### src/fhm_pkg.sv
// Package for the FIFO hand-off mutex: sizes, result codes and the
// controller/datapath interface types. No dependencies.
`timescale 1ns / 1ps

package fhm_pkg;

    localparam int QUEUE_DEPTH = 16;
    localparam int ID_BITS     = 8;
    localparam int PTR_BITS    = (QUEUE_DEPTH > 1) ? $clog2(QUEUE_DEPTH) : 1;
    localparam int CNT_BITS    = $clog2(QUEUE_DEPTH + 1);

    localparam int PID_W    = 8;
    localparam int STATUS_W = 3;
    localparam int COUNT_W  = 5;

    typedef enum logic [STATUS_W-1:0] {
        ST_ACQUIRED  = 3'd0,
        ST_QUEUED    = 3'd1,
        ST_FREED     = 3'd2,
        ST_HANDOVER  = 3'd3,
        ST_NOT_OWNER = 3'd4,
        ST_FULL      = 3'd5
    } t_status;

    typedef enum logic {
        KIND_LOCK   = 1'b0,
        KIND_UNLOCK = 1'b1
    } t_kind;

    typedef struct packed {
        logic load;   // capture request, read queue head
        logic exec;   // apply request, load result register
    } t_cmd;

    typedef struct packed {
        logic out_full;
    } t_dp_stat;

endpackage

### src/fifo_handoff_mutex_core.sv
// Top level of the FIFO hand-off mutex: joins controller and datapath.
// Depends on fhm_pkg, fhm_ctrl and fhm_dp.
`timescale 1ns / 1ps
//
// One mutex with a first-in first-out queue of waiting process IDs.
// Request channel: i_valid / o_stall with i_kind (0 lock, 1 unlock) and
// i_process_id. Result channel: o_valid / i_stall with o_status,
// o_woken_id, o_owner_id, o_is_locked and o_waiter_count.
// A transfer happens on a rising edge with valid high and stall low.
// Each request gives exactly one result.
// The controller captures the request and reads the queue head on its
// transfer, then applies it and loads the result register, which waits
// only while a stalled result still holds the result register. o_stall
// stays high until the request is applied, so no new request is taken
// before the last one has been applied.
// The result register decouples the sides: a new request is taken while a
// result still waits, but that request's execute step waits while the
// receiver stalls and the register is full, holding o_stall high.
// Reset (synchronous, active low) frees the mutex, clears owner, pointers
// and count and drops o_valid. Queue entries are not cleared; they are
// only read after being written.
//
module fifo_handoff_mutex_core
    import fhm_pkg::*;
(
    input  logic                i_clk,
    input  logic                i_rst_n,
    input  logic                i_valid,
    output logic                o_stall,
    input  logic                i_kind,
    input  logic [PID_W-1:0]    i_process_id,
    output logic                o_valid,
    input  logic                i_stall,
    output logic [STATUS_W-1:0] o_status,
    output logic [PID_W-1:0]    o_woken_id,
    output logic [PID_W-1:0]    o_owner_id,
    output logic                o_is_locked,
    output logic [COUNT_W-1:0]  o_waiter_count
);

    t_cmd     cmd;
    t_dp_stat stat;

    fhm_ctrl u_ctrl (
        .i_clk   (i_clk),
        .i_rst_n (i_rst_n),
        .i_valid (i_valid),
        .i_stall (i_stall),
        .i_stat  (stat),
        .o_stall (o_stall),
        .o_cmd   (cmd)
    );

    fhm_dp u_dp (
        .i_clk          (i_clk),
        .i_rst_n        (i_rst_n),
        .i_cmd          (cmd),
        .i_kind         (i_kind),
        .i_process_id   (i_process_id),
        .i_stall        (i_stall),
        .o_stat         (stat),
        .o_valid        (o_valid),
        .o_status       (o_status),
        .o_woken_id     (o_woken_id),
        .o_owner_id     (o_owner_id),
        .o_is_locked    (o_is_locked),
        .o_waiter_count (o_waiter_count)
    );

endmodule

### src/fhm_ctrl.sv
// Controller for the FIFO hand-off mutex: sequences capture and execute.
// Depends on fhm_pkg.
`timescale 1ns / 1ps

module fhm_ctrl
    import fhm_pkg::*;
(
    input  logic     i_clk,
    input  logic     i_rst_n,
    input  logic     i_valid,
    input  logic     i_stall,
    input  t_dp_stat i_stat,
    output logic     o_stall,
    output t_cmd     o_cmd
);

    typedef enum logic [1:0] {
        S_IDLE = 2'b01,
        S_EXEC = 2'b10
    } t_state;

    t_state r_state;
    t_state n_state;

    always_comb begin
        n_state    = r_state;
        o_cmd      = '0;
        o_stall    = 1'b1;
        unique case (r_state)
            S_IDLE: begin
                o_stall = 1'b0;
                if (i_valid) begin
                    o_cmd.load = 1'b1;
                    n_state    = S_EXEC;
                end
            end
            S_EXEC: begin
                if (!i_stat.out_full || !i_stall) begin
                    o_cmd.exec = 1'b1;
                    n_state    = S_IDLE;
                end
            end
            default: begin
                n_state = S_IDLE;
            end
        endcase
    end

    always_ff @(posedge i_clk) begin
        if (!i_rst_n) begin
            r_state <= S_IDLE;
        end else begin
            r_state <= n_state;
        end
    end

endmodule

### src/fhm_dp.sv
// Datapath for the FIFO hand-off mutex: owner state, wait queue memory,
// pointers and the result register. Depends on fhm_pkg.
`timescale 1ns / 1ps

module fhm_dp
    import fhm_pkg::*;
(
    input  logic                i_clk,
    input  logic                i_rst_n,
    input  t_cmd                i_cmd,
    input  logic                i_kind,
    input  logic [PID_W-1:0]    i_process_id,
    input  logic                i_stall,
    output t_dp_stat            o_stat,
    output logic                o_valid,
    output logic [STATUS_W-1:0] o_status,
    output logic [PID_W-1:0]    o_woken_id,
    output logic [PID_W-1:0]    o_owner_id,
    output logic                o_is_locked,
    output logic [COUNT_W-1:0]  o_waiter_count
);

    logic [ID_BITS-1:0] r_queue [QUEUE_DEPTH];

    logic                r_held,   n_held;
    logic [ID_BITS-1:0]  r_owner,  n_owner;
    logic [PTR_BITS-1:0] r_head,   n_head;
    logic [PTR_BITS-1:0] r_tail,   n_tail;
    logic [CNT_BITS-1:0] r_waiting, n_waiting;

    t_kind               r_kind;
    logic [ID_BITS-1:0]  r_pid;
    logic [ID_BITS-1:0]  r_head_data;

    logic                r_out_valid;
    t_status             r_status,  n_status;
    logic [ID_BITS-1:0]  r_woken,   n_woken;

    logic we;

    function automatic logic [PTR_BITS-1:0] ptr_inc(input logic [PTR_BITS-1:0] p);
        if (p == PTR_BITS'(QUEUE_DEPTH - 1)) begin
            return '0;
        end
        return p + 1'b1;
    endfunction

    always_comb begin
        n_held    = r_held;
        n_owner   = r_owner;
        n_head    = r_head;
        n_tail    = r_tail;
        n_waiting = r_waiting;
        n_woken   = '0;
        n_status  = ST_NOT_OWNER;
        we        = 1'b0;
        unique case (r_kind)
            KIND_LOCK: begin
                if (!r_held) begin
                    n_held   = 1'b1;
                    n_owner  = r_pid;
                    n_status = ST_ACQUIRED;
                end else if (r_waiting == CNT_BITS'(QUEUE_DEPTH)) begin
                    n_status = ST_FULL;
                end else begin
                    we        = 1'b1;
                    n_tail    = ptr_inc(r_tail);
                    n_waiting = r_waiting + 1'b1;
                    n_status  = ST_QUEUED;
                end
            end
            KIND_UNLOCK: begin
                if (!r_held || r_owner != r_pid) begin
                    n_status = ST_NOT_OWNER;
                end else if (r_waiting == '0) begin
                    n_held   = 1'b0;
                    n_owner  = '0;
                    n_status = ST_FREED;
                end else begin
                    n_woken   = r_head_data;
                    n_owner   = r_head_data;
                    n_head    = ptr_inc(r_head);
                    n_waiting = r_waiting - 1'b1;
                    n_status  = ST_HANDOVER;
                end
            end
            default: begin
                n_status = ST_NOT_OWNER;
            end
        endcase
    end

    // queue memory: write at tail on execute, registered read of head on capture
    always_ff @(posedge i_clk) begin
        if (i_cmd.exec && we) begin
            r_queue[r_tail] <= r_pid;
        end
        if (i_cmd.load) begin
            r_head_data <= r_queue[r_head];
        end
    end

    always_ff @(posedge i_clk) begin
        if (i_cmd.load) begin
            r_kind <= t_kind'(i_kind);
            r_pid  <= ID_BITS'(i_process_id);
        end
        if (i_cmd.exec) begin
            r_status <= n_status;
            r_woken  <= n_woken;
        end
    end

    always_ff @(posedge i_clk) begin
        if (!i_rst_n) begin
            r_held      <= 1'b0;
            r_owner     <= '0;
            r_head      <= '0;
            r_tail      <= '0;
            r_waiting   <= '0;
            r_out_valid <= 1'b0;
        end else begin
            if (i_cmd.exec) begin
                r_held    <= n_held;
                r_owner   <= n_owner;
                r_head    <= n_head;
                r_tail    <= n_tail;
                r_waiting <= n_waiting;
            end
            if (i_cmd.exec) begin
                r_out_valid <= 1'b1;
            end else if (!i_stall) begin
                r_out_valid <= 1'b0;
            end
        end
    end

    assign o_stat.out_full = r_out_valid;
    assign o_valid         = r_out_valid;
    assign o_status        = r_status;
    assign o_woken_id      = PID_W'(r_woken);
    assign o_owner_id      = PID_W'(r_owner);
    assign o_is_locked     = r_held;
    assign o_waiter_count  = COUNT_W'(r_waiting);

endmodule

### config.mk
export PLATFORM = sky130hd
export DESIGN_NAME = fifo_handoff_mutex_core
export DESIGN_NICKNAME = d
export VERILOG_FILES = /design/src/fhm_pkg.sv /design/src/fifo_handoff_mutex_core.sv /design/src/fhm_ctrl.sv /design/src/fhm_dp.sv
export SDC_FILE = /design/constraint.sdc
export NUM_CORES = 1
export LEC_CHECK = 0
export BUFFER_PORTS_ARGS = -buffer_cell sky130_fd_sc_hd__buf_2
export CORE_MARGIN = 2
export CORE_UTILIZATION = 30
export DETAILED_ROUTE_END_ITERATION = 8
export GPL_TIMING_DRIVEN = 0
export PLACE_DENSITY_LB_ADDON = 0.12
export SYNTH_ARGS = -nofsm -noshare
export SYNTH_HDL_FRONTEND = slang
export SYNTH_SLANG_ARGS = --single-unit
### constraint.sdc
create_clock -name i_clk -period 2.58 [get_ports i_clk]
set_input_delay 0.516 -clock i_clk [delete_from_list [all_inputs] [get_ports i_clk]]
set_output_delay 0.516 -clock i_clk [all_outputs]
set_load 0.005 [all_outputs]
==> results.md, run 1 <==
* Maximum clock frequency at 403 MHz
* Via-to-Cell Ratio at 4.73
* Sequential fraction of the synthesis area at 69.4%
* Pin count of the biggest net entering global routing at 19
* Worst Setup End Kind: register
* Clk pin slew, worst setup/hold paths at 70 ps
* Post-synth EDFFs at 156
* Internal power at 4590 uW
* P_leak at 0.00318 uW
* Hold_buf cts at 0
* First drt pass iteration count at 4
* Biggest area consumer among synthesized cells: edfxtp_1
* DR iter-0 viols at 206
* DRC at 0
* Combinational share of power at 4.1%
* Total number of vias at 4194
* WHS at 254 ps
* Clk sink count at 181
* Diodes inserted at 0
* NumNets Final at 572
* Vias in the first global route at 4292
* Clock root buffer: clkbuf_16
* Maxcap violations at 0
* Hold crit path type: primary input to register
* DPL Wire Length at 11500 um
* Drt wl/cell at 19.5 um
* RSZ-0062 raised after global routing: no
* Ys async rst share at 0%
* Remaining Overflow, GRT at 0
* Mean Syn Cell Area at 16.5 um2
* Net Sw Frac at 22.8%
* Die Ht at 162 um
* Sequential power share at 54.2%
* CP Launch Type: register
* Die area at 26200 um2
* Final Util at 38.4%
* CTS max path bufs at 2
* Initial antenna violation count at 0
* Status: complete, no violations
* Total power per unit cell area at 635 nW/um2
* Final Critical Period at 2480 ps
* WP data arrival at 2630 ps
* Final slew viol count at 0
* Total CTS buffers at 17
* Top cell type's share of synthesized area at 62.7%
* I/O Buffers at 38
* FF+latch count, synth at 181
* Largest fanout on the critical path at 10
* Cell area after synthesis at 7470 um2
* Routed WL at 17300 um
* H-Tree Depth at 4
* Synth warnings at 0
* Area grow syn2layout at 25.2%
* Site Rows at 57
* Top post-synthesis cells by area: edfxtp_1, mux4_2, dfxtp_1
* Clock Skews at 11.7 ps
* Initial core utilization at 30.6%
* Net switching power at 1350 uW
* Core box area at 24400 um2
* Share of cells above drive strength 1 at 32.7%
* Most common cell after layout, fill and taps aside: edfxtp_1
* First-pass GRT wire length at 26100 um
* Required @ worst endpoint at 2720 ps
* Cells after Synth at 452
* Antenna Nets Post-Route at 0
* Least-Margin Pin Slew at 839 ps
* Max-Slew Margin vs Limit at 44.0%
* Most frequent cells in the layout: edfxtp_1, buf_2, nand2_1
* Kind of critical path: register to register
* Worst VDD drop at 0.374 mV
* Fin crit share at 96.2%
* Top_reg_cell synth: edfxtp_1
* Final setup fails at 0
* Final Hold Fails at 0
* Setup TNS at 0 ps
* Die X at 162 um
* Worst-Skew Late Latency at 430 ps
* Clock Power Share at 41.8%
* Final GP Congestion at 0.773
* Yosys cell types at 54
* Total GRT Usage at 13.7%
* Io pins at 40
* Syn_nets at 474
* CTS tree: yes
-- synthesized netlist by cell type, drive strengths merged (4+ instances only) --
master  count
nor3        7
mux2i      19
a211oi      8
and2       12
nor2b      12
o22ai       9
mux4       32
a21oi      13
o21ai       4
nand2b      7
buf        10
nand2      38
ha          8
inv        12
dfxtp      25
nor2       19
clkbuf     13
edfxtp    156
nor4        4
xnor2      11
-- kinds of logic after synthesis --
logic type / synth area share, %
multiplexers: 12.2
XOR/XNOR: 1.59
buffers and inverters: 2.11
flip-flops: 69.4
adder cells (fa/ha/maj): 1.61
AND/OR/NAND/NOR: 7.82
AO/OA/AOI/OAI: 5.31
-- routing by layer --
layer  GRT usage, %  vias up  routed length [um]
met1           18.1     2135                7680
li1               -     1958                   -
met3           2.99       17                 912
met5              0        -                   0
met4           4.22        0                 297
met2           22.5       84                8380
-- layout make-up --
type	count	area, um2
Fill cell	2307	15000
Sequential cell	181	5180
Multi-Input combinational cell	236	2290
Timing Repair Buffer	79	756
Clock buffer	18	429
Tap cell	324	405
Clock inverter	14	130
Buffer	23	114
Inverter	12	45.0
-- per-stage QoR --
stage	power (uW)	setup slack (ps)	std cells	instance area [um2]
after CTS	5980	-146	861	9050
after global routing	6160	15.9	887	9360
final	5940	97.3	887	9360
after detailed placement	3470	-740	815	8090
after floorplan	3390	115	452	7470
after global placement	3460	-762	814	8070
-- flip-flops by register name, summed over array words and instances (netlist names), 2 cells and up --
register	count
u_dp.r_head	4
u_dp.r_queue	128
u_dp.o_status	3
u_dp.r_tail	4
u_dp.r_pid	8
u_dp.o_woken_id	8
u_ctrl.r_state	2
u_dp.o_waiter_count	5
u_dp.r_head_data	8
u_dp.o_owner_id	8
-- what timing repair did --
item / 4_1_cts / 5_1_grt
setup buffers: 14 / 26
pin swaps: 11 / 0
endpoints found under the setup margin: 128 / 133
resized for setup: 32 / 6
-- path summary, 6_finish.rpt --
kind                            slack [ps]                from  depth (start not counted)                 end
worst min-delay path                   250     i_process_id[0]                          1       u_dp.r_pid[0]
worst min register to register         500  u_dp.o_owner_id[3]                          2  u_dp.o_owner_id[3]
worst max register to register         100         u_dp.r_kind                          6  u_dp.r_queue[2][6]
worst max-delay path                   100         u_dp.r_kind                          6  u_dp.r_queue[2][6]
-- power by group through the flow --
| stage | registers, uW | logic [uW] | clock network [uW] |
|---|---|---|---|
| finish | 3210 | 241 | 2480 |
| global route | 3220 | 265 | 2680 |
| CTS | 3260 | 140 | 2570 |
| detailed placement | 3330 | 140 | 0 |
| global placement | 3330 | 132 | 0 |
| floorplan | 3300 | 90.7 | 0 |
-- worst max-delay path, cell delays in order, from the launching register on --
cell       delay (ps)
edfxtp_1          520
nand2b_1          290
a2111oi_4         440
buf_2             300
nand2_2           220
nor3_4            260
buf_12            160
Note: power is estimated with default switching activity, not from simulation.
==> run 2, diff against run 1 <==
==> constraint.sdc (replaced) <==
create_clock -name i_clk -period 2.58 [get_ports i_clk]
set_input_delay 0.258 -clock i_clk [delete_from_list [all_inputs] [get_ports i_clk]]
set_output_delay 0.258 -clock i_clk [all_outputs]
set_load 0.005 [all_outputs]
==> results.md, run 2 (same netlist as run 1, synthesis figures left out) <==
* P_leak at 0.00321 uW
* First drt pass iteration count at 4
* Hold crit path type: primary input to register
* Clock Skews at 11.9 ps
* Kind of critical path: register to register
* Area grow syn2layout at 26.3%
* RSZ-0062 raised after global routing: no
* NumNets Final at 580
* Max-Slew Margin vs Limit at 43.9%
* Internal power at 4590 uW
* Most common cell after layout, fill and taps aside: edfxtp_1
* Total power per unit cell area at 630 nW/um2
* Initial antenna violation count at 0
* DR iter-0 viols at 201
* Die X at 162 um
* Register area at 5180 um2
* Biggest cell delay along the critical path at 520 ps
* Total GRT Usage at 13.7%
* Net Sw Frac at 22.8%
* CTS tree: yes
* Worst-Skew Late Latency at 430 ps
* Maximum clock frequency at 404 MHz
* Worst VDD drop at 0.374 mV
* Post-placement cell area at 8090 um2
* Combinational share of power at 4.2%
* Clock Power Share at 41.7%
* Io pins at 40
* Slowest CP cell: edfxtp_1
* CP Cell Sequence: nand2b_1, a2111oi_4, buf_2, nand2_2, nor3_4, buf_12
* Final Hold Fails at 0
* I/O Buffers at 38
* Clk sink count at 181
* Drt wl/cell at 19.3 um
* Status: complete, no violations
* Total CTS buffers at 17
* Most frequent cells in the layout: edfxtp_1, buf_2, nand2_1
* CP Launch Type: register
* Final GP Congestion at 0.773
* Sequential power share at 54.1%
* Site Rows at 57
* Maxcap violations at 0
* Worst Setup End Kind: register
* Initial core utilization at 30.6%
* Via-to-Cell Ratio at 4.73
* Diodes inserted at 0
* WHS at 144 ps
* DRC at 0
* First-pass GRT wire length at 26200 um
* Die Ht at 162 um
* Least-Margin Pin Slew at 840 ps
* Final slew viol count at 0
* Final Critical Period at 2480 ps
* Share of cells above drive strength 1 at 32.0%
* Die area at 26200 um2
* Final Util at 38.7%
* Clk pin slew, worst setup/hold paths at 70 ps
* Finished Layout Cells at 895
* Fin crit share at 95.9%
* Fin area at 9440 um2
* Largest fanout on the critical path at 10
* Net switching power at 1350 uW
* Placed cell count at 815
* Number of flip-flops under the largest register name at 128
* Area of the multi-input gates at 2290 um2
* Pin count of the biggest net entering global routing at 19
* Routed WL at 17300 um
* Total number of vias at 4230
* CTS max path bufs at 2
* WP data arrival at 2620 ps
* Antenna Nets Post-Route at 0
* Largest reg by FF count: u_dp.r_queue
* Final setup fails at 0
* Core box area at 24400 um2
* Remaining Overflow, GRT at 0
* Fill count at 2301
* H-Tree Depth at 4
* Vias in the first global route at 4312
* DPL Wire Length at 11500 um
* Required @ worst endpoint at 2720 ps
* Clock root buffer: clkbuf_16
run 2: cell types whose count changed in the layout (fill, tap and decap cells not counted):
cell           delta
buf_4             -1
dlygate4sd3_1     +9
run 2: layer usage:
layer	GRT usage (%)	share of wire, %	wire length, um
met1	18.2	46	7890
met2	22.6	49	8430
met3	2.99	3.9	678
met4	4.22	1.7	297
met5	0	0	0
run 2: per-stage QoR:
step	TNS [ps]	setup WS, ps	total power [uW]
after floorplan	0	115	3390
after global placement	-53560	-762	3460
after detailed placement	-55280	-740	3470
after CTS	-6350	-146	5990
after global routing	0	15.9	6170
final	0	105	5950
run 2: repair_timing:
item / in CTS / in global routing
hold endpoints to repair: 9 / 0
pin swaps: 11 / 0
buffers inserted: 14 / 25
hold buffers: 9 / 0
setup endpoints to repair: 128 / 133
cloned: 0 / 0
resized for setup: 32 / 6
run 2: final cells by class:
class                      count  area share (%)
sequential                   181            54.9
timing repair buffer          87            8.88
buffer                        23            1.21
inverter                      12           0.477
clock inverter                14            1.38
multi-input combinational    236            24.3
tap                          324            4.30
clock buffer                  18            4.55
run 2: power by group through the flow:
stage,sequential (uW),clock (uW),combinational [uW]
after global routing,3220,2680,274
after floorplan,3300,0,90.7
after global placement,3330,0,132
final,3210,2480,251
after detailed placement,3330,0,140
after CTS,3260,2570,151
run 2: path summary, 6_finish.rpt:
path                                    startpoint                  to  slack [ps]  cells past startpoint
worst max-delay path                   u_dp.r_kind  u_dp.r_queue[2][6]         100                      6
worst min-delay path                       i_rst_n    u_dp.o_is_locked         140                      2
worst max register to register         u_dp.r_kind  u_dp.r_queue[2][6]         100                      6
worst min register to register  u_dp.o_owner_id[3]  u_dp.o_owner_id[3]         500                      2
run 2: critical path: cells and delay by family, from the launching register on:
kind | cells | cell delay, ps
AO/OA/AOI/OAI | 1 | 430
buffers and inverters | 2 | 460
flip-flops | 1 | 520
AND/OR/NAND/NOR | 3 | 770
==> run 3, diff against run 2 <==
==> constraint.sdc (replaced) <==
create_clock -name i_clk -period 2.7 [get_ports i_clk]
set_input_delay 0.27 -clock i_clk [delete_from_list [all_inputs] [get_ports i_clk]]
set_output_delay 0.27 -clock i_clk [all_outputs]
set_load 0.005 [all_outputs]
==> results.md, run 3 (same netlist as run 1, synthesis figures left out) <==
* First-pass GRT wire length at 26100 um
* RSZ-0062 raised after global routing: yes
* Reg2Reg Depth at 6
* Reg-to-Reg Start: u_dp.r_kind
* Clk pin slew, worst setup/hold paths at 70 ps
* Hold crit path type: primary input to register
* CP Cell Sequence: nand2b_1, a2111oi_2, buf_2, nand2_1, nor3_4, buf_12
* Most common cell after layout, fill and taps aside: edfxtp_1
* Fill count at 2323
* Share of cells above drive strength 1 at 28.1%
* Clock Skews at 12.0 ps
* Worst reg2reg setup slack at -7 ps
* P_leak at 0.00305 uW
* Drt wl/cell at 19.9 um
* Area grow syn2layout at 22.2%
* Worst slack at placement at -620 ps
* H-Tree Depth at 4
* Pin count of the biggest net entering global routing at 19
* NumNets Final at 554
* Setup ws final at -7.26 ps
* R2R Path End: u_dp.r_queue[2][6]
* Total power per unit cell area at 617 nW/um2
* Antenna Nets Post-Route at 0
* Worst-Skew Late Latency at 430 ps
* Die X at 162 um
* Fin crit share at 100%
* First drt pass iteration count at 7
* Die area at 26200 um2
* Clock root buffer: clkbuf_16
* Die Ht at 162 um
* DR iter-0 viols at 213
* Total number of vias at 4135
* Final GP Congestion at 0.773
* CP Launch Point: u_dp.r_kind
* Crit path to: u_dp.r_queue[2][6]
* Final Util at 37.4%
* Biggest cell delay along the critical path at 550 ps
* Kind of critical path: register to register
* Hold path depth at 2
* Diodes inserted at 0
* Via-to-Cell Ratio at 4.76
* Final Hold Fails at 0
* DRC at 0
* Core box area at 24400 um2
* Maxcap violations at 0
* Vias in the first global route at 4230
* Worst path depth at 6
* Most frequent cells in the layout: edfxtp_1, buf_2, nand2_1
* Fin area at 9130 um2
* Total GRT Usage at 13.7%
* Buf+Inv Stages, Crit Path at 2
* Post-placement cell area at 8090 um2
* DPL Wire Length at 11500 um
* I/O Buffers at 38
* Max-Slew Margin vs Limit at 43.9%
* Final setup fails at 6
* Initial antenna violation count at 0
* Largest fanout on the critical path at 10
* Total CTS buffers at 17
* Required @ worst endpoint at 2840 ps
* Largest reg by FF count: u_dp.r_queue
* Initial core utilization at 30.6%
* CP top delay family: simple AND/OR/NAND/NOR gates
* CTS tree: yes
* Io pins at 40
* Slowest CP cell: edfxtp_1
* Remaining Overflow, GRT at 0
* Register area at 5180 um2
* Maximum clock frequency at 369 MHz
* Clk sink count at 181
* CTS max path bufs at 2
* Area of the multi-input gates at 2270 um2
* Number of flip-flops under the largest register name at 128
* Site Rows at 57
* Status: complete, but fails checks
* Routed WL at 17300 um
* CP Launch Type: register
* WP data arrival at 2850 ps
* Final Critical Period at 2710 ps
* Failing checks: negative setup slack
* Final slew viol count at 0
* Worst VDD drop at 0.381 mV
* Least-Margin Pin Slew at 840 ps
* WHS at 154 ps
* Worst Setup End Kind: register
-- run 3: timing repair --
item / in CTS / in global routing
gates resized for setup: 17 / 15
pin swaps: 3 / 7
hold buffers: 7 / 2
endpoints found under the setup margin: 128 / 128
buffers inserted: 3 / 10
endpoints found under the hold margin: 7 / 2
-- run 3: worst min path at each step --
stage                               start                to  slack (ps)
after floorplan                    i_kind       u_dp.r_kind         370
after global placement    i_process_id[0]     u_dp.r_pid[0]         450
after detailed placement  i_process_id[2]     u_dp.r_pid[2]         450
after CTS                 i_process_id[6]     u_dp.r_pid[6]           1
after global routing              i_rst_n  u_dp.o_is_locked         140
final                             i_rst_n  u_dp.o_is_locked         150
-- run 3: routing by layer --
layer	global-route usage (%)	vias to the layer above	share of wire (%)
met5	0	-	0
met4	4.55	0	1.7
met3	3.01	18	3.9
met2	22.1	75	48
met1	18.4	2126	46
li1	-	1916	-
-- run 3: per-stage QoR --
| step | cells | power [uW] | TNS [ps] |
|---|---|---|---|
| floorplan | 452 | 3240 | 0 |
| global placement | 814 | 3310 | -38200 |
| detailed placement | 815 | 3320 | -39920 |
| CTS | 857 | 5720 | -12020 |
| global route | 869 | 5840 | -4040 |
| finish | 869 | 5630 | -23.6 |
-- run 3: power breakdown --
part | internal [uW] | total, uW | switching [uW]
clock network | 1230 | 2370 | 1150
logic | 63.3 | 142 | 78.4
registers | 3060 | 3120 | 59.6
-- run 3: cell type report --
cell class                      count  share of cell area [%]
Clock buffer                       18                    4.70
Timing Repair Buffer               61                    6.08
Buffer                             23                    1.23
Clock inverter                     14                    1.42
Tap cell                          324                    4.44
Sequential cell                   181                    56.8
Multi-Input combinational cell    236                    24.9
Inverter                           12                   0.493
